--- src/rtl/frx_pkg.sv ---
// Shared types and constants of the frame receiver with node enrollment.
// Used by the channel interfaces, the front, the queue, the back and the checker.
package frx_pkg;

    localparam int unsigned MODE_W = 2;
    localparam int unsigned BYTE_W = 8;
    localparam int unsigned ADDR_W = 32;
    localparam int unsigned EV_W   = 2;
    localparam int unsigned SLOT_W = 3;

    localparam int unsigned QUEUE_DEPTH = 2;

    // Event codes carried in the report beat.
    typedef enum logic [EV_W-1:0] {
        EV_PLAIN   = 2'd0,
        EV_NEW     = 2'd1,
        EV_KNOWN   = 2'd2,
        EV_REFUSED = 2'd3
    } t_event;

    // Work handed from the front to the back.
    typedef enum logic [1:0] {
        CMD_OPEN  = 2'd0,
        CMD_CLEAR = 2'd1,
        CMD_FRAME = 2'd2
    } t_cmd_op;

    typedef struct packed {
        t_cmd_op             op;
        logic [BYTE_W-1:0]   fn;
        logic [BYTE_W-1:0]   dv;
        logic [ADDR_W-1:0]   addr;
    } t_cmd;

    typedef struct packed {
        logic full;
        logic empty;
    } t_q_stat;

endpackage

--- src/rtl/frx_in_if.sv ---
// Input channel of the frame receiver: received bytes and table commands.
// Depends on frx_pkg for the field widths.
interface frx_in_if;
    import frx_pkg::*;

    logic              valid;
    logic              ready;
    logic [MODE_W-1:0] mode;
    logic [BYTE_W-1:0] rx_byte;

    modport source (output valid, output mode, output rx_byte, input ready);
    modport sink   (input valid, input mode, input rx_byte, output ready);
endinterface

--- src/rtl/frx_out_if.sv ---
// Output channel of the frame receiver: frame reports and ACK frame bytes.
// Depends on frx_pkg for the field widths.
interface frx_out_if;
    import frx_pkg::*;

    logic              valid;
    logic              ready;
    logic              kind;
    logic [EV_W-1:0]   event_res;
    logic [BYTE_W-1:0] function_code;
    logic [BYTE_W-1:0] data_value;
    logic [ADDR_W-1:0] node_address;
    logic [SLOT_W-1:0] slot;
    logic [BYTE_W-1:0] tx_byte;
    logic              last;

    modport source (output valid, output kind, output event_res, output function_code,
                    output data_value, output node_address, output slot,
                    output tx_byte, output last, input ready);
    modport sink   (input valid, input kind, input event_res, input function_code,
                    input data_value, input node_address, input slot,
                    input tx_byte, input last, output ready);
endinterface

--- src/rtl/frame_receiver_with_node_enrollment.sv ---
// Top level of the bus-master frame receiver with node enrollment.
// Depends on frx_pkg, frx_in_if, frx_out_if, frx_front, frx_fifo and frx_back.
//
//   Channel  Direction  Beat
//   i_in     sink       mode and rx_byte: a bus byte or a table command
//   o_out    source     frame report, or one byte of the 12-byte ACK frame
//
// The front takes one input beat per cycle while the two-entry command queue
// has room; once the queue is full every input beat waits, frame bytes included.
// The back takes one queued command at a time, searches the table slot by slot
// for an enrollment frame, then sends the output beats of a frame command: a
// report alone, or a report and twelve ACK bytes; open and clear give no beat.
// The output register holds a beat through any stall; reset is synchronous,
// clears control state, empties the queue and leaves the ID table empty.
module frame_receiver_with_node_enrollment #(
    parameter int unsigned FRAME_BYTES = 12,
    parameter int unsigned TABLE_SLOTS = 4
) (
    input  logic      i_clk,
    input  logic      i_rst_n,
    frx_in_if.sink    i_in,
    frx_out_if.source o_out
);
    import frx_pkg::*;

    logic    push;
    logic    pop;
    t_cmd    push_cmd;
    t_cmd    pop_cmd;
    t_q_stat q_stat;

    frx_front #(
        .FRAME_BYTES (FRAME_BYTES)
    ) u_front (
        .i_clk    (i_clk),
        .i_rst_n  (i_rst_n),
        .i_in     (i_in),
        .i_q_stat (q_stat),
        .o_push   (push),
        .o_cmd    (push_cmd)
    );

    frx_fifo u_fifo (
        .i_clk   (i_clk),
        .i_rst_n (i_rst_n),
        .i_push  (push),
        .i_cmd   (push_cmd),
        .i_pop   (pop),
        .o_cmd   (pop_cmd),
        .o_stat  (q_stat)
    );

    frx_back #(
        .TABLE_SLOTS (TABLE_SLOTS)
    ) u_back (
        .i_clk    (i_clk),
        .i_rst_n  (i_rst_n),
        .i_cmd    (pop_cmd),
        .i_q_stat (q_stat),
        .o_pop    (pop),
        .o_out    (o_out)
    );

endmodule

--- src/rtl/frx_front.sv ---
// Front part: accepts input beats, collects frame bytes and queues commands.
// Depends on frx_pkg and frx_in_if.
module frx_front #(
    parameter int unsigned FRAME_BYTES = 12
) (
    input  logic            i_clk,
    input  logic            i_rst_n,
    frx_in_if.sink          i_in,
    input  frx_pkg::t_q_stat i_q_stat,
    output logic            o_push,
    output frx_pkg::t_cmd   o_cmd
);
    import frx_pkg::*;

    localparam int unsigned IDX_W = $clog2(FRAME_BYTES + 1);
    localparam int unsigned FI_W  = $clog2(FRAME_BYTES);

    localparam logic [MODE_W-1:0] MODE_BYTE  = 2'd0;
    localparam logic [MODE_W-1:0] MODE_OPEN  = 2'd1;
    localparam logic [MODE_W-1:0] MODE_CLEAR = 2'd2;

    localparam logic [BYTE_W-1:0] SYNC_START   = 8'h7E;
    localparam logic [BYTE_W-1:0] SYNC_STOP    = 8'h81;
    localparam logic [BYTE_W-1:0] ORIGIN_SLAVE = 8'h02;

    logic              r_in_frame, n_in_frame;
    logic [IDX_W-1:0]  r_idx, n_idx;
    logic [BYTE_W-1:0] r_frame [FRAME_BYTES];
    logic              store;
    logic              accept;

    assign i_in.ready = !i_q_stat.full;
    assign accept     = i_in.valid && i_in.ready;

    always_comb begin
        n_in_frame = r_in_frame;
        n_idx      = r_idx;
        store      = 1'b0;
        o_push     = 1'b0;
        o_cmd.op   = CMD_FRAME;
        o_cmd.fn   = r_frame[6];
        o_cmd.dv   = r_frame[8];
        o_cmd.addr = {r_frame[2], r_frame[3], r_frame[4], r_frame[5]};
        if (accept) begin
            unique case (i_in.mode)
                MODE_OPEN: begin
                    o_push   = 1'b1;
                    o_cmd.op = CMD_OPEN;
                end
                MODE_CLEAR: begin
                    o_push   = 1'b1;
                    o_cmd.op = CMD_CLEAR;
                end
                MODE_BYTE: begin
                    if (!r_in_frame) begin
                        if (i_in.rx_byte == SYNC_START) begin
                            n_in_frame = 1'b1;
                            n_idx      = '0;
                        end
                    end else if (i_in.rx_byte == SYNC_STOP) begin
                        n_in_frame = 1'b0;
                        n_idx      = '0;
                        // Only frames from a slave are handed on.
                        o_push     = (r_frame[7] == ORIGIN_SLAVE);
                    end else if (r_idx < IDX_W'(FRAME_BYTES)) begin
                        store = 1'b1;
                        n_idx = r_idx + IDX_W'(1);
                    end else begin
                        // Overflow drops the frame silently.
                        n_in_frame = 1'b0;
                        n_idx      = '0;
                    end
                end
                default: ;
            endcase
        end
    end

    always_ff @(posedge i_clk) begin
        if (!i_rst_n) begin
            r_in_frame <= 1'b0;
            r_idx      <= '0;
            for (int k = 0; k < FRAME_BYTES; k++) begin
                r_frame[k] <= '0;
            end
        end else begin
            r_in_frame <= n_in_frame;
            r_idx      <= n_idx;
            if (store) begin
                r_frame[r_idx[FI_W-1:0]] <= i_in.rx_byte;
            end
        end
    end

endmodule

--- src/rtl/frx_fifo.sv ---
// Short command queue between the front and the back.
// Depends on frx_pkg.
module frx_fifo (
    input  logic             i_clk,
    input  logic             i_rst_n,
    input  logic             i_push,
    input  frx_pkg::t_cmd    i_cmd,
    input  logic             i_pop,
    output frx_pkg::t_cmd    o_cmd,
    output frx_pkg::t_q_stat o_stat
);
    import frx_pkg::*;

    localparam int unsigned PTR_W = (QUEUE_DEPTH > 1) ? $clog2(QUEUE_DEPTH) : 1;
    localparam int unsigned CNT_W = $clog2(QUEUE_DEPTH + 1);

    t_cmd             r_mem [QUEUE_DEPTH];
    logic [PTR_W-1:0] r_wr, n_wr;
    logic [PTR_W-1:0] r_rd, n_rd;
    logic [CNT_W-1:0] r_cnt, n_cnt;
    logic             do_push, do_pop;

    assign o_stat.full  = (r_cnt == CNT_W'(QUEUE_DEPTH));
    assign o_stat.empty = (r_cnt == '0);
    assign o_cmd        = r_mem[r_rd];
    assign do_push      = i_push && !o_stat.full;
    assign do_pop       = i_pop && !o_stat.empty;

    always_comb begin
        n_wr  = r_wr;
        n_rd  = r_rd;
        n_cnt = r_cnt;
        if (do_push) begin
            n_wr = (r_wr == PTR_W'(QUEUE_DEPTH - 1)) ? '0 : r_wr + PTR_W'(1);
        end
        if (do_pop) begin
            n_rd = (r_rd == PTR_W'(QUEUE_DEPTH - 1)) ? '0 : r_rd + PTR_W'(1);
        end
        if (do_push && !do_pop) begin
            n_cnt = r_cnt + CNT_W'(1);
        end else if (do_pop && !do_push) begin
            n_cnt = r_cnt - CNT_W'(1);
        end
    end

    always_ff @(posedge i_clk) begin
        if (!i_rst_n) begin
            r_wr  <= '0;
            r_rd  <= '0;
            r_cnt <= '0;
        end else begin
            r_wr  <= n_wr;
            r_rd  <= n_rd;
            r_cnt <= n_cnt;
        end
        if (do_push) begin
            r_mem[r_wr] <= i_cmd;
        end
    end

endmodule

--- src/rtl/frx_back.sv ---
// Back part: table lookup and enrollment, report beat and ACK frame bytes.
// Depends on frx_pkg and frx_out_if.
module frx_back #(
    parameter int unsigned TABLE_SLOTS = 4
) (
    input  logic             i_clk,
    input  logic             i_rst_n,
    input  frx_pkg::t_cmd    i_cmd,
    input  frx_pkg::t_q_stat i_q_stat,
    output logic             o_pop,
    frx_out_if.source        o_out
);
    import frx_pkg::*;

    localparam int unsigned NS_W      = $clog2(TABLE_SLOTS + 2);
    localparam int unsigned TI_W      = (TABLE_SLOTS > 1) ? $clog2(TABLE_SLOTS) : 1;
    localparam int unsigned ACK_LEN   = 12;
    localparam int unsigned ACK_IDX_W = $clog2(ACK_LEN);

    localparam logic [BYTE_W-1:0] SYNC_START    = 8'h7E;
    localparam logic [BYTE_W-1:0] SYNC_STOP     = 8'h81;
    localparam logic [BYTE_W-1:0] ACK_CODE      = 8'h06;
    localparam logic [BYTE_W-1:0] FUNC_ENROLL   = 8'h41;
    localparam logic [BYTE_W-1:0] ORIGIN_MASTER = 8'h01;
    localparam logic [BYTE_W-1:0] DEV_ID        = 8'h01;
    localparam logic [BYTE_W-1:0] ACK_LEN_BYTE  = 8'(ACK_LEN);

    localparam logic KIND_REPORT = 1'b0;
    localparam logic KIND_TX     = 1'b1;

    typedef enum logic [3:0] {
        S_IDLE   = 4'b0001,
        S_SEARCH = 4'b0010,
        S_REPORT = 4'b0100,
        S_ACK    = 4'b1000
    } t_state;

    typedef struct packed {
        logic              kind;
        logic [EV_W-1:0]   event_res;
        logic [BYTE_W-1:0] fn;
        logic [BYTE_W-1:0] dv;
        logic [ADDR_W-1:0] addr;
        logic [SLOT_W-1:0] slot;
        logic [BYTE_W-1:0] tx;
        logic              last;
    } t_result;

    function automatic logic [BYTE_W-1:0] ack_byte(
        input logic [ACK_IDX_W-1:0] idx,
        input logic [ADDR_W-1:0]    addr,
        input logic [BYTE_W-1:0]    sl
    );
        logic [BYTE_W-1:0] x;
        logic [BYTE_W-1:0] b;
        x = SYNC_START ^ ACK_LEN_BYTE ^ DEV_ID ^ addr[31:24] ^ addr[23:16]
            ^ addr[15:8] ^ addr[7:0] ^ FUNC_ENROLL ^ ORIGIN_MASTER ^ sl;
        unique case (idx)
            4'd0:    b = SYNC_START;
            4'd1:    b = ACK_LEN_BYTE;
            4'd2:    b = DEV_ID;
            4'd3:    b = addr[31:24];
            4'd4:    b = addr[23:16];
            4'd5:    b = addr[15:8];
            4'd6:    b = addr[7:0];
            4'd7:    b = FUNC_ENROLL;
            4'd8:    b = ORIGIN_MASTER;
            4'd9:    b = sl;
            4'd10:   b = ~x;
            4'd11:   b = SYNC_STOP;
            default: b = '0;
        endcase
        return b;
    endfunction

    t_state                 r_state, n_state;
    logic                   r_enroll, n_enroll;
    logic [NS_W-1:0]        r_next, n_next;
    logic [NS_W-1:0]        r_idx, n_idx;
    logic [NS_W-1:0]        r_sl, n_sl;
    t_event                 r_ev, n_ev;
    logic                   r_ack, n_ack;
    logic [ACK_IDX_W-1:0]   r_ack_idx, n_ack_idx;
    logic [BYTE_W-1:0]      r_fn, n_fn;
    logic [BYTE_W-1:0]      r_dv, n_dv;
    logic [ADDR_W-1:0]      r_addr, n_addr;
    logic [ADDR_W-1:0]      r_table [TABLE_SLOTS];
    logic                   r_out_valid, n_out_valid;
    t_result                r_out, n_out;
    logic                   out_free;
    logic                   tbl_we;
    logic [ADDR_W-1:0]      rd_entry;

    // Entries at or beyond the next free slot are never read, so the table
    // needs no clearing.
    assign rd_entry = r_table[TI_W'(r_idx - NS_W'(1))];
    assign out_free = !r_out_valid || o_out.ready;

    always_comb begin
        n_state     = r_state;
        n_enroll    = r_enroll;
        n_next      = r_next;
        n_idx       = r_idx;
        n_sl        = r_sl;
        n_ev        = r_ev;
        n_ack       = r_ack;
        n_ack_idx   = r_ack_idx;
        n_fn        = r_fn;
        n_dv        = r_dv;
        n_addr      = r_addr;
        n_out       = r_out;
        n_out_valid = r_out_valid && !o_out.ready;
        o_pop       = 1'b0;
        tbl_we      = 1'b0;
        unique case (r_state)
            S_IDLE: begin
                if (!i_q_stat.empty) begin
                    o_pop = 1'b1;
                    unique case (i_cmd.op)
                        CMD_OPEN: n_enroll = 1'b1;
                        CMD_CLEAR: begin
                            n_next   = NS_W'(1);
                            n_enroll = 1'b0;
                        end
                        CMD_FRAME: begin
                            n_fn   = i_cmd.fn;
                            n_dv   = i_cmd.dv;
                            n_addr = i_cmd.addr;
                            if (i_cmd.fn == FUNC_ENROLL && i_cmd.addr != '0
                                && i_cmd.dv == ACK_CODE) begin
                                n_idx   = NS_W'(1);
                                n_state = S_SEARCH;
                            end else begin
                                n_ev    = EV_PLAIN;
                                n_sl    = '0;
                                n_ack   = 1'b0;
                                n_state = S_REPORT;
                            end
                        end
                        default: ;
                    endcase
                end
            end
            S_SEARCH: begin
                if (r_idx < r_next) begin
                    if (rd_entry == r_addr) begin
                        n_sl     = r_idx;
                        n_ev     = EV_KNOWN;
                        n_enroll = 1'b0;
                        n_ack    = 1'b0;
                        n_state  = S_REPORT;
                    end else begin
                        n_idx = r_idx + NS_W'(1);
                    end
                end else if (r_enroll && r_next <= NS_W'(TABLE_SLOTS)) begin
                    n_sl    = r_next;
                    tbl_we  = 1'b1;
                    n_next  = r_next + NS_W'(1);
                    n_ev    = EV_NEW;
                    n_ack   = 1'b1;
                    n_state = S_REPORT;
                end else begin
                    n_sl    = '0;
                    n_ev    = EV_REFUSED;
                    n_ack   = 1'b0;
                    n_state = S_REPORT;
                end
            end
            S_REPORT: begin
                if (out_free) begin
                    n_out_valid     = 1'b1;
                    n_out.kind      = KIND_REPORT;
                    n_out.event_res = r_ev;
                    n_out.fn        = r_fn;
                    n_out.dv        = r_dv;
                    n_out.addr      = r_addr;
                    n_out.slot      = SLOT_W'(r_sl);
                    n_out.tx        = '0;
                    n_out.last      = !r_ack;
                    n_ack_idx       = '0;
                    n_state         = r_ack ? S_ACK : S_IDLE;
                end
            end
            S_ACK: begin
                if (out_free) begin
                    n_out_valid     = 1'b1;
                    n_out.kind      = KIND_TX;
                    n_out.event_res = '0;
                    n_out.fn        = '0;
                    n_out.dv        = '0;
                    n_out.addr      = '0;
                    n_out.slot      = '0;
                    n_out.tx        = ack_byte(r_ack_idx, r_addr, BYTE_W'(r_sl));
                    n_out.last      = (r_ack_idx == ACK_IDX_W'(ACK_LEN - 1));
                    n_ack_idx       = r_ack_idx + ACK_IDX_W'(1);
                    if (r_ack_idx == ACK_IDX_W'(ACK_LEN - 1)) begin
                        n_state = S_IDLE;
                    end
                end
            end
            default: n_state = S_IDLE;
        endcase
    end

    always_ff @(posedge i_clk) begin
        if (!i_rst_n) begin
            r_state     <= S_IDLE;
            r_enroll    <= 1'b0;
            r_next      <= NS_W'(1);
            r_out_valid <= 1'b0;
        end else begin
            r_state     <= n_state;
            r_enroll    <= n_enroll;
            r_next      <= n_next;
            r_out_valid <= n_out_valid;
        end
        r_idx     <= n_idx;
        r_sl      <= n_sl;
        r_ev      <= n_ev;
        r_ack     <= n_ack;
        r_ack_idx <= n_ack_idx;
        r_fn      <= n_fn;
        r_dv      <= n_dv;
        r_addr    <= n_addr;
        r_out     <= n_out;
        if (tbl_we) begin
            r_table[TI_W'(r_next - NS_W'(1))] <= r_addr;
        end
    end

    assign o_out.valid         = r_out_valid;
    assign o_out.kind          = r_out.kind;
    assign o_out.event_res     = r_out.event_res;
    assign o_out.function_code = r_out.fn;
    assign o_out.data_value    = r_out.dv;
    assign o_out.node_address  = r_out.addr;
    assign o_out.slot          = r_out.slot;
    assign o_out.tx_byte       = r_out.tx;
    assign o_out.last          = r_out.last;

endmodule

--- src/flat_wrapper.sv ---
// flat-port wrapper written by rule: the top's interface ports become plain ports
module frame_receiver_with_node_enrollment_flat import frx_pkg::*;
#(
    parameter int unsigned FRAME_BYTES = 12,
    parameter int unsigned TABLE_SLOTS = 4
)
  (i_clk, i_rst_n, i_in_valid, i_in_mode, i_in_rx_byte, i_in_ready, o_out_valid, o_out_kind, o_out_event_res, o_out_function_code, o_out_data_value, o_out_node_address, o_out_slot, o_out_tx_byte, o_out_last, o_out_ready);
  frx_in_if i_in_i ();
  frx_out_if o_out_i ();
  input  logic i_clk;
  input  logic i_rst_n;
  input wire logic [$bits(i_in_i.valid)-1:0] i_in_valid;
  input wire logic [$bits(i_in_i.mode)-1:0] i_in_mode;
  input wire logic [$bits(i_in_i.rx_byte)-1:0] i_in_rx_byte;
  output wire logic [$bits(i_in_i.ready)-1:0] i_in_ready;
  output wire logic [$bits(o_out_i.valid)-1:0] o_out_valid;
  output wire logic [$bits(o_out_i.kind)-1:0] o_out_kind;
  output wire logic [$bits(o_out_i.event_res)-1:0] o_out_event_res;
  output wire logic [$bits(o_out_i.function_code)-1:0] o_out_function_code;
  output wire logic [$bits(o_out_i.data_value)-1:0] o_out_data_value;
  output wire logic [$bits(o_out_i.node_address)-1:0] o_out_node_address;
  output wire logic [$bits(o_out_i.slot)-1:0] o_out_slot;
  output wire logic [$bits(o_out_i.tx_byte)-1:0] o_out_tx_byte;
  output wire logic [$bits(o_out_i.last)-1:0] o_out_last;
  input wire logic [$bits(o_out_i.ready)-1:0] o_out_ready;
  assign i_in_i.valid = i_in_valid;
  assign i_in_i.mode = i_in_mode;
  assign i_in_i.rx_byte = i_in_rx_byte;
  assign i_in_ready = i_in_i.ready;
  assign o_out_valid = o_out_i.valid;
  assign o_out_kind = o_out_i.kind;
  assign o_out_event_res = o_out_i.event_res;
  assign o_out_function_code = o_out_i.function_code;
  assign o_out_data_value = o_out_i.data_value;
  assign o_out_node_address = o_out_i.node_address;
  assign o_out_slot = o_out_i.slot;
  assign o_out_tx_byte = o_out_i.tx_byte;
  assign o_out_last = o_out_i.last;
  assign o_out_i.ready = o_out_ready;
  frame_receiver_with_node_enrollment #(.FRAME_BYTES(FRAME_BYTES), .TABLE_SLOTS(TABLE_SLOTS)) u_core (.i_clk(i_clk), .i_rst_n(i_rst_n), .i_in(i_in_i), .o_out(o_out_i));
endmodule
--- config.mk ---
export PLATFORM = sky130hd
export DESIGN_NAME = frame_receiver_with_node_enrollment_flat
export DESIGN_NICKNAME = d
export VERILOG_FILES = /design/src/rtl/frx_pkg.sv /design/src/rtl/frx_in_if.sv /design/src/rtl/frx_out_if.sv /design/src/rtl/frame_receiver_with_node_enrollment.sv /design/src/rtl/frx_front.sv /design/src/rtl/frx_fifo.sv /design/src/rtl/frx_back.sv /design/src/flat_wrapper.sv
export SDC_FILE = /design/constraint.sdc
export NUM_CORES = 1
export LEC_CHECK = 0
export BUFFER_PORTS_ARGS = -buffer_cell sky130_fd_sc_hd__buf_2
export CAP_MARGIN = 15
export CORE_MARGIN = 1
export CORE_UTILIZATION = 45
export DETAILED_ROUTE_END_ITERATION = 10
export GPL_ROUTABILITY_DRIVEN = 0
export PLACE_DENSITY = 0.59
export SLEW_MARGIN = 15
export SYNTH_ARGS = -nofsm -noshare
export SYNTH_HDL_FRONTEND = slang
export SYNTH_HIERARCHICAL = 1
export SYNTH_SLANG_ARGS = --single-unit
--- constraint.sdc ---
create_clock -name i_clk -period 9.9 [get_ports i_clk]
set_input_delay 0.99 -clock i_clk [delete_from_list [all_inputs] [get_ports i_clk]]
set_output_delay 0.99 -clock i_clk [all_outputs]
set_load 0.02 [all_outputs]
==> flow_summary_export.csv, run 1 <==
group,metric,value,unit
outcome,status,"completed",
yosys,synth-adder-area-share,1.53,%
yosys,synthMuxAreaShare,7.64,%
timing,slew_violations,0,
final_layout,fill_cells,3089,
run,maxCapViolCount,0,
timing,fin_crit,3.71,ns
route,viasPerCell,5.24,
hold_path,hp-class,"flop to flop",
yosys,synthFlopType,"edfxtp_1",
cts,numCtsBuffers,44,
timing,fmax,270,MHz
global_route,grt_pass1_wl,52600,um
cts,ctsResizeCount,0,
setup_path,crit_type,"flop to flop",
setup_path,worst-path-buf-inv,0,
setup_path,path_delay_family,"adder cells",
final_layout,fin_nets,1133,
yosys,synth-xor-area-share,3.42,%
yosys,synth_top_cell_by_area,"edfxtp_1",
yosys,yosys_register_bits,427,
final_layout,final_common_cell,"edfxtp_1",
placement,numPortBuffers,78,
die,initial_core_util,45.7,%
yosys,synth_top_cell_area_share,71.3,%
power_and_ir_drop,p_leak,6.60,nW
global_route,grt_remaining_overflow,0,
yosys,netlist_instances,1001,
setup_path,cpMaxStageDelayCell,"ha_2",
setup_path,worstSetupEndpointType,"flop",
final_layout,fin_area,19500,um^2
die,dieWidth,197,um
yosys,synth_cell_types,65,
cts,worstSkewPairLatency,0.56,ns
cts,clkSlewWorstSetupHoldPaths,0.06,ns
final_layout,antennaDiodeCount,0,
timing,setup_slack,6.19,ns
global_route,gr-usage-all-layers,18.3,%
cts,hold_buffers,0,
power_and_ir_drop,ir_worst_vdd,125,uV
setup_path,crit_required,10.09,ns
yosys,synth_compound_area_share,3.24,%
yosys,syn-num-nets,1036,
setup_path,critical_path.cell_chain,"ha_2, mux4_2, xnor2_1, nand4_1, nor4_2, nand2_1, a21oi_1",
timing,tightest_slew,0.925,ns
cts,cts_buffer_depth,3,
die,die_y,197,um
timing,setup_viol,0,
yosys,synth-simple-area-share,9.05,%
placement,dpl.hpwl,21600,um
cts,cts_root_buf,"clkbuf_16",
route,ant_nets,0,
timing,skew,0.0202,ns
yosys,syn-cell-area,17200,um^2
global_route,grt_max_degree,61,
final_layout,mostFrequentLayoutCells,"edfxtp_1, buf_2, xnor2_1",
timing,hold_viol,0,
global_route,grt_pass1_vias,8564,
cts,cts.sinks,427,
route,wl_per_cell,20.9,um
global_route,antenna_found_initial,0,
setup_path,crit_arrival,3.90,ns
yosys,synth_top_family_by_area,"simple AND/OR/NAND/NOR gates",
timing,max_slew_margin,38.2,%
power_and_ir_drop,power.density,217,nW/um^2
route,post-route-drc-count,0,
die,fp-row-count,71,
yosys,syn_area_per_cell,17.2,um^2
cts,cts_tree,"yes",
route,wl,34300,um
timing,fin_crit_sh,37.5,%
timing,rsz0062_at_grt,"no",
setup_path,startpoint_type,"flop",
route,drtIter0Drc,658,
route,vias,8608,
route,drt-pass1-iter-count,5,
timing,fin_tns_setup,0,ns
final_layout,layout-drive-gt1-share,21.0,%
yosys,yosysSeqAreaShare,73.5,%
placement,post-place-ws,5.94,ns
yosys,yosysWarnings,6,
cts,postCtsSetupRepairBufs,0,
die,pin_count,79,
die,coreArea,37600,um^2
cts,cts_max_level,2,
yosys,synth_area_leaders,"edfxtp_1, mux4_2, xnor2_1",
setup_path,critical-path-max-stage-delay,0.97,ns
die,dieArea,39000,um^2
placement,place_area,18100,um^2
yosys,async_flop_share,0,%
yosys,synth_edf_count,408,
setup_path,path_max_fanout,33,
final_layout,syn_to_final_growth,13.5,%
-- flip-flops by register name, indices dropped and copies added, names as in the netlist, 2 cells and up, named ones only --
signal,count
u_core/u_back/o_out.slot,3
u_core/u_back/o_out.function_code,8
u_core/u_back/r_dv,8
u_core/u_front/r_idx,4
u_core/u_back/r_sl,3
u_core/u_back/o_out.event_res,2
u_core/u_back/r_next,3
u_core/u_fifo/r_cnt,2
u_core/u_back/r_ack_idx,4
u_core/u_back/r_state,4
u_core/u_back/r_addr,32
u_core/u_back/r_fn,8
u_core/u_front/r_frame,56
u_core/u_back/o_out.node_address,32
u_core/u_back/o_out.data_value,8
u_core/u_back/r_ev,2
u_core/u_back/r_table,128
u_core/u_back/o_out.tx_byte,8
u_core/u_fifo/r_mem,100
u_core/u_back/r_idx,3
-- worst register-to-register path: stages, from the launching register on --
cell and delay [ns]:
edfxtp_1 0.43, ha_2 0.97, mux4_2 0.45, xnor2_1 0.18, nand4_1 0.16, nor4_2 0.35
nand2_1 0.27, a21oi_1 0.54
-- cells in the mapped netlist, drive strengths merged, types with 2 or more instances --
master and count:
edfxtp 408, a32o 2, a22o 4, a211oi 2, xor2 7, mux4 32, ha 21, a21o 3
and3 35, clkbuf 24, o21a 3, o21ai 15, nor2b 55, nor2 35, nand2 28, a221oi 5
nand4b 5, a222oi 2, and4 2, nor3 6, or3 3, a311oi 3, mux2 50, buf 15
and2 37, nand4 10, nor4b 4, dfxtp 19, nand3 8, or4 2, a22oi 5, nand3b 4
nor4 13, xnor2 60, a21boi 3, nand2b 11, a21oi 24, inv 22
-- power by group --
group / total, mW / internal (mW) / leakage, nW / switching (mW)
registers: 2.26 / 2.14 / 3.90 / 0.117
clock network: 1.57 / 0.919 / 0.674 / 0.655
logic: 0.399 / 0.170 / 2.02 / 0.229
-- cell families after synthesis --
family	after synthesis
buffers and inverters	61
muxes	83
adders and majority gates	21
DFF	427
and+or+nand+nor	261
xor gates and xnor gates	67
AOI/OAI and AO/OA	81
-- metal layers --
metal  vias up  part of all wire [%]  track usage (%)
met3        57                   4.0             2.90
li1       4028                     -                -
met1      4316                    46             25.4
met4         0                   2.7             6.86
met2       207                    47             29.1
met5         -                     0                0
-- final cells by class --
type / instances / area, um^2 / share of cell area, %
Sequential cell: 427 / 12600 / 64.8
Multi-Input combinational cell: 513 / 4300 / 22.0
Clock buffer: 52 / 1130 / 5.80
Tap cell: 511 / 639 / 3.28
Timing Repair Buffer: 90 / 480 / 2.46
Clock inverter: 27 / 239 / 1.23
Inverter: 22 / 82.6 / 0.423
-- through the flow --
stage	util (%)	cells	hold slack (ns)	power (mW)
after floorplan	-	1001	0.421	2.54
after global placement	48.3	1563	0.427	2.69
after detailed placement	48.3	1563	0.433	2.69
after CTS	51.9	1642	0.445	4.28
after global routing	51.9	1642	0.455	4.39
final	51.9	1642	0.441	4.23
-- path summary, 6_finish.rpt --
path	from	cells past startpoint	endpoint	slack, ns
setup / recovery	u_core/u_back/r_idx[1]$_SDFFCE_PN0P_	7	u_core/u_back/r_sl[0]$_SDFFCE_PN0P_	6.19
hold / removal	u_core/u_front/r_frame[4][1]$_SDFFCE_PN0P_	0	u_core/u_fifo/r_mem[1][9]$_DFFE_PP_	0.44
setup reg to reg	u_core/u_back/r_idx[1]$_SDFFCE_PN0P_	7	u_core/u_back/r_sl[0]$_SDFFCE_PN0P_	6.19
hold reg to reg	u_core/u_front/r_frame[4][1]$_SDFFCE_PN0P_	0	u_core/u_fifo/r_mem[1][9]$_DFFE_PP_	0.44
No activity file was read; power rests on OpenSTA's default activity.
==> run 2, diff against run 1 <==
- ABC_AREA: unset -> 1
- clock period: 9.9 -> 3.5 ns (I/O delays scaled with it)
==> run 2 against run 1 <==
  * Area after synthesis rose by 6.0%
  * Sequential power rose to 2.8 times the previous value
  * Global-route usage fell by 0.068 points
  * Hold slack got worse by 0.32 ns
  * Clock skew fell by 0.0013 ns
  * Clock power rose to 3.0 times the previous value
  * Synthesized cell count rose by 42%
  * Largest cell class unchanged
  * Combinational power rose to 3.9 times the previous value
  * Critical path type unchanged
==> flow_summary_export.csv, run 2 <==
group,metric,value,unit
yosys,synth_top_cell_by_area,"edfxtp_1",
timing,skew,0.0190,ns
setup_path,worst_path_most_repeated_cell,"nand2_1",
hold_path,hp-class,"input port to flop",
yosys,synth_edf_count,408,
timing,setup_viol,0,
die,pin_count,79,
power_and_ir_drop,p_leak,7.65,nW
route,wl_per_cell,17.7,um
yosys,synth_most_common_cell,"edfxtp_1",
setup_path,r2r-end,"u_core/u_back/r_sl[1]$_SDFFCE_PN0P_",
cts,worstSkewPairLatency,0.55,ns
die,initial_core_util,45.7,%
final_layout,mostFrequentLayoutCells,"edfxtp_1, nand2_1, inv_1",
timing,max_slew_margin,55.9,%
yosys,syn-num-nets,1453,
hold_path,whs_endpoint,"u_core/u_fifo/r_mem[0][49]$_DFFE_PP_",
yosys,synth_cell_types,44,
setup_path,critical_path.cell_chain,"ha_1, inv_1, buf_12, nand3_1, nand2_1, nand2_1, nand2_1, nand3_1, nor2_1, nand2_1, nor2_1, nand2_1, nand2_2, nand3b_1, inv_1",
cts,postCtsSetupRepairBufs,0,
timing,hold_viol,0,
route,vias,10596,
placement,place_area,19300,um^2
cts,cts.sinks,427,
global_route,antenna_found_initial,0,
setup_path,rr_worst_depth,15,
cts,cts_max_level,2,
run,maxCapViolCount,0,
setup_path,r2r_slack,0.58,ns
placement,post-place-ws,0.567,ns
yosys,yosys_register_bits,427,
yosys,netlist_instances,1418,
final_layout,final_common_cell,"edfxtp_1",
cts,cts_root_buf,"clkbuf_16",
placement,numPortBuffers,78,
setup_path,startpoint_type,"flop",
setup_path,critical-path-max-stage-delay,0.44,ns
setup_path,worstSetupEndpointType,"flop",
final_layout,layout-drive-gt1-share,19.6,%
timing,fmax,342,MHz
route,post-route-drc-count,0,
placement,dpl.hpwl,24800,um
final_layout,largest_register_ff_count,128,
power_and_ir_drop,power.density,606,nW/um^2
setup_path,path_max_fanout,33,
timing,fin_crit,2.92,ns
global_route,grt_remaining_overflow,0,
route,wl,37000,um
timing,tightest_slew,0.657,ns
setup_path,cpMaxStageDelayCell,"ha_1",
timing,fin_crit_sh,83.5,%
final_layout,fin_nets,1567,
route,drtIter0Drc,667,
global_route,grt_pass1_wl,57800,um
outcome,status,"completed",
route,viasPerCell,5.07,
yosys,syn-cell-area,18200,um^2
setup_path,crit_required,3.73,ns
hold_path,hold_start,"i_in_valid",
timing,rsz0062_at_grt,"no",
hold_path,holdPathStages,2,
yosys,synthFlopType,"edfxtp_1",
yosys,synth_commonest_cells,"edfxtp_1, nand2_1, inv_1",
final_layout,reg.largest.list,"u_core/u_back/r_table (128), u_core/u_fifo/r_mem (100), u_core/u_front/r_frame (56)",
timing,setup_slack,0.577,ns
global_route,gr-usage-all-layers,18.2,%
final_layout,antennaDiodeCount,0,
yosys,synth_top_cell_area_share,67.3,%
die,coreArea,39800,um^2
die,dieArea,41300,um^2
final_layout,fin_area,20800,um^2
yosys,synth_area_leaders,"edfxtp_1, nand2_1, mux2_4",
yosys,yosysWarnings,6,
cts,hold_buffers,0,
power_and_ir_drop,ir_worst_vdd,363,uV
timing,fin_tns_setup,0,ns
die,die_y,203,um
timing,slew_violations,0,
setup_path,crit_type,"flop to flop",
yosys,yosysSeqAreaShare,69.4,%
die,dieWidth,203,um
global_route,grt_max_degree,56,
final_layout,fill_cells,3407,
cts,cts_buffer_depth,3,
cts,ctsResizeCount,0,
global_route,grt_pass1_vias,10426,
final_layout,max_flop_register,"u_core/u_back/r_table",
setup_path,crit_arrival,3.15,ns
cts,numCtsBuffers,45,
setup_path,reg2reg_from,"u_core/u_back/r_idx[1]$_SDFFCE_PN0P_",
cts,clkSlewWorstSetupHoldPaths,0.06,ns
final_layout,syn_to_final_growth,14.1,%
route,drt-pass1-iter-count,5,
yosys,syn_area_per_cell,12.8,um^2
die,fp-row-count,73,
yosys,async_flop_share,0,%
route,ant_nets,0,
cts,cts_tree,"yes",
power_and_ir_drop,power.total,12.6,mW
[run 2: changes by cell type in the layout (fill, tap and decap cells not counted), moves of 11 or more]
cell	delta
and2_1	-37
and3_1	-34
inv_1	+109
mux2_2	-46
mux2_4	+50
mux4_2	-27
nand2_1	+273
nand2b_1	-11
nand3_1	+117
nor2_1	+84
nor2b_1	-55
nor3_2	+57
xnor2_1	-40
[run 2: critical path, delay by kind of cell, from the launching register on]
family	cells	cell delay, ns
adder cells (fa/ha/maj)	1	0.44
AND/OR/NAND/NOR	11	1.14
buffers and inverters	3	0.59
flip-flops	1	0.42
[run 2: layer usage]
metal | global-route usage, % | wire length (um) | share of wire [%]
met5 | 0 | 0 | 0
met2 | 30.2 | 17800 | 48
met4 | 7.63 | 1280 | 3.5
met3 | 2.70 | 1650 | 4.5
met1 | 23.9 | 16200 | 44
[run 2: worst max path at each step]
stage,start,to,depth (start not counted)
after floorplan,u_core/u_fifo/r_cnt[0]$_SDFFE_PN0P_,u_core/u_fifo/r_mem[0][0]$_DFFE_PP_,7
after global placement,u_core/u_back/r_idx[1]$_SDFFCE_PN0P_,u_core/u_back/r_sl[2]$_SDFFCE_PN0P_,15
after detailed placement,u_core/u_back/r_idx[1]$_SDFFCE_PN0P_,u_core/u_back/r_ev[0]$_SDFFCE_PN0P_,15
after CTS,u_core/u_back/r_idx[1]$_SDFFCE_PN0P_,u_core/u_back/r_sl[2]$_SDFFCE_PN0P_,15
after global routing,u_core/u_back/r_idx[1]$_SDFFCE_PN0P_,u_core/u_back/r_sl[2]$_SDFFCE_PN0P_,14
final,u_core/u_back/r_idx[1]$_SDFFCE_PN0P_,u_core/u_back/r_sl[1]$_SDFFCE_PN0P_,15
[run 2: kinds of logic after synthesis]
group	share of synthesized area, %
flip-flops	69.4
AO/OA/AOI/OAI	2.36
AND/OR/NAND/NOR	16.6
adder cells (fa/ha/maj)	1.44
multiplexers	4.12
buffers and inverters	4.83
XOR/XNOR	1.25
[run 2: final cells by class]
type	instances	area, um^2	area share (%)
clock buffer	55	1210	5.81
inverter	141	529	2.55
sequential	427	12600	60.8
multi-input combinational	809	4760	22.9
timing repair buffer	108	741	3.57
clock inverter	26	251	1.21
tap	525	657	3.16
[run 2: report_power, final]
| part | switching, mW | internal [mW] | total, mW |
|---|---|---|---|
| Sequential | 0.242 | 6.09 | 6.33 |
| Combinational | 1.00 | 0.569 | 1.57 |
| Clock | 1.88 | 2.81 | 4.69 |
| Total | 3.12 | 9.47 | 12.6 |
[run 2: per-stage QoR]
stage	hold WS [ns]	std cells	utilization, %
finish	0.122	2091	52.2
global route	0.125	2091	52.2
CTS	0.0916	2091	52.2
detailed placement	0.431	2010	48.5
global placement	0.424	2010	48.5
floorplan	0.421	1418	-
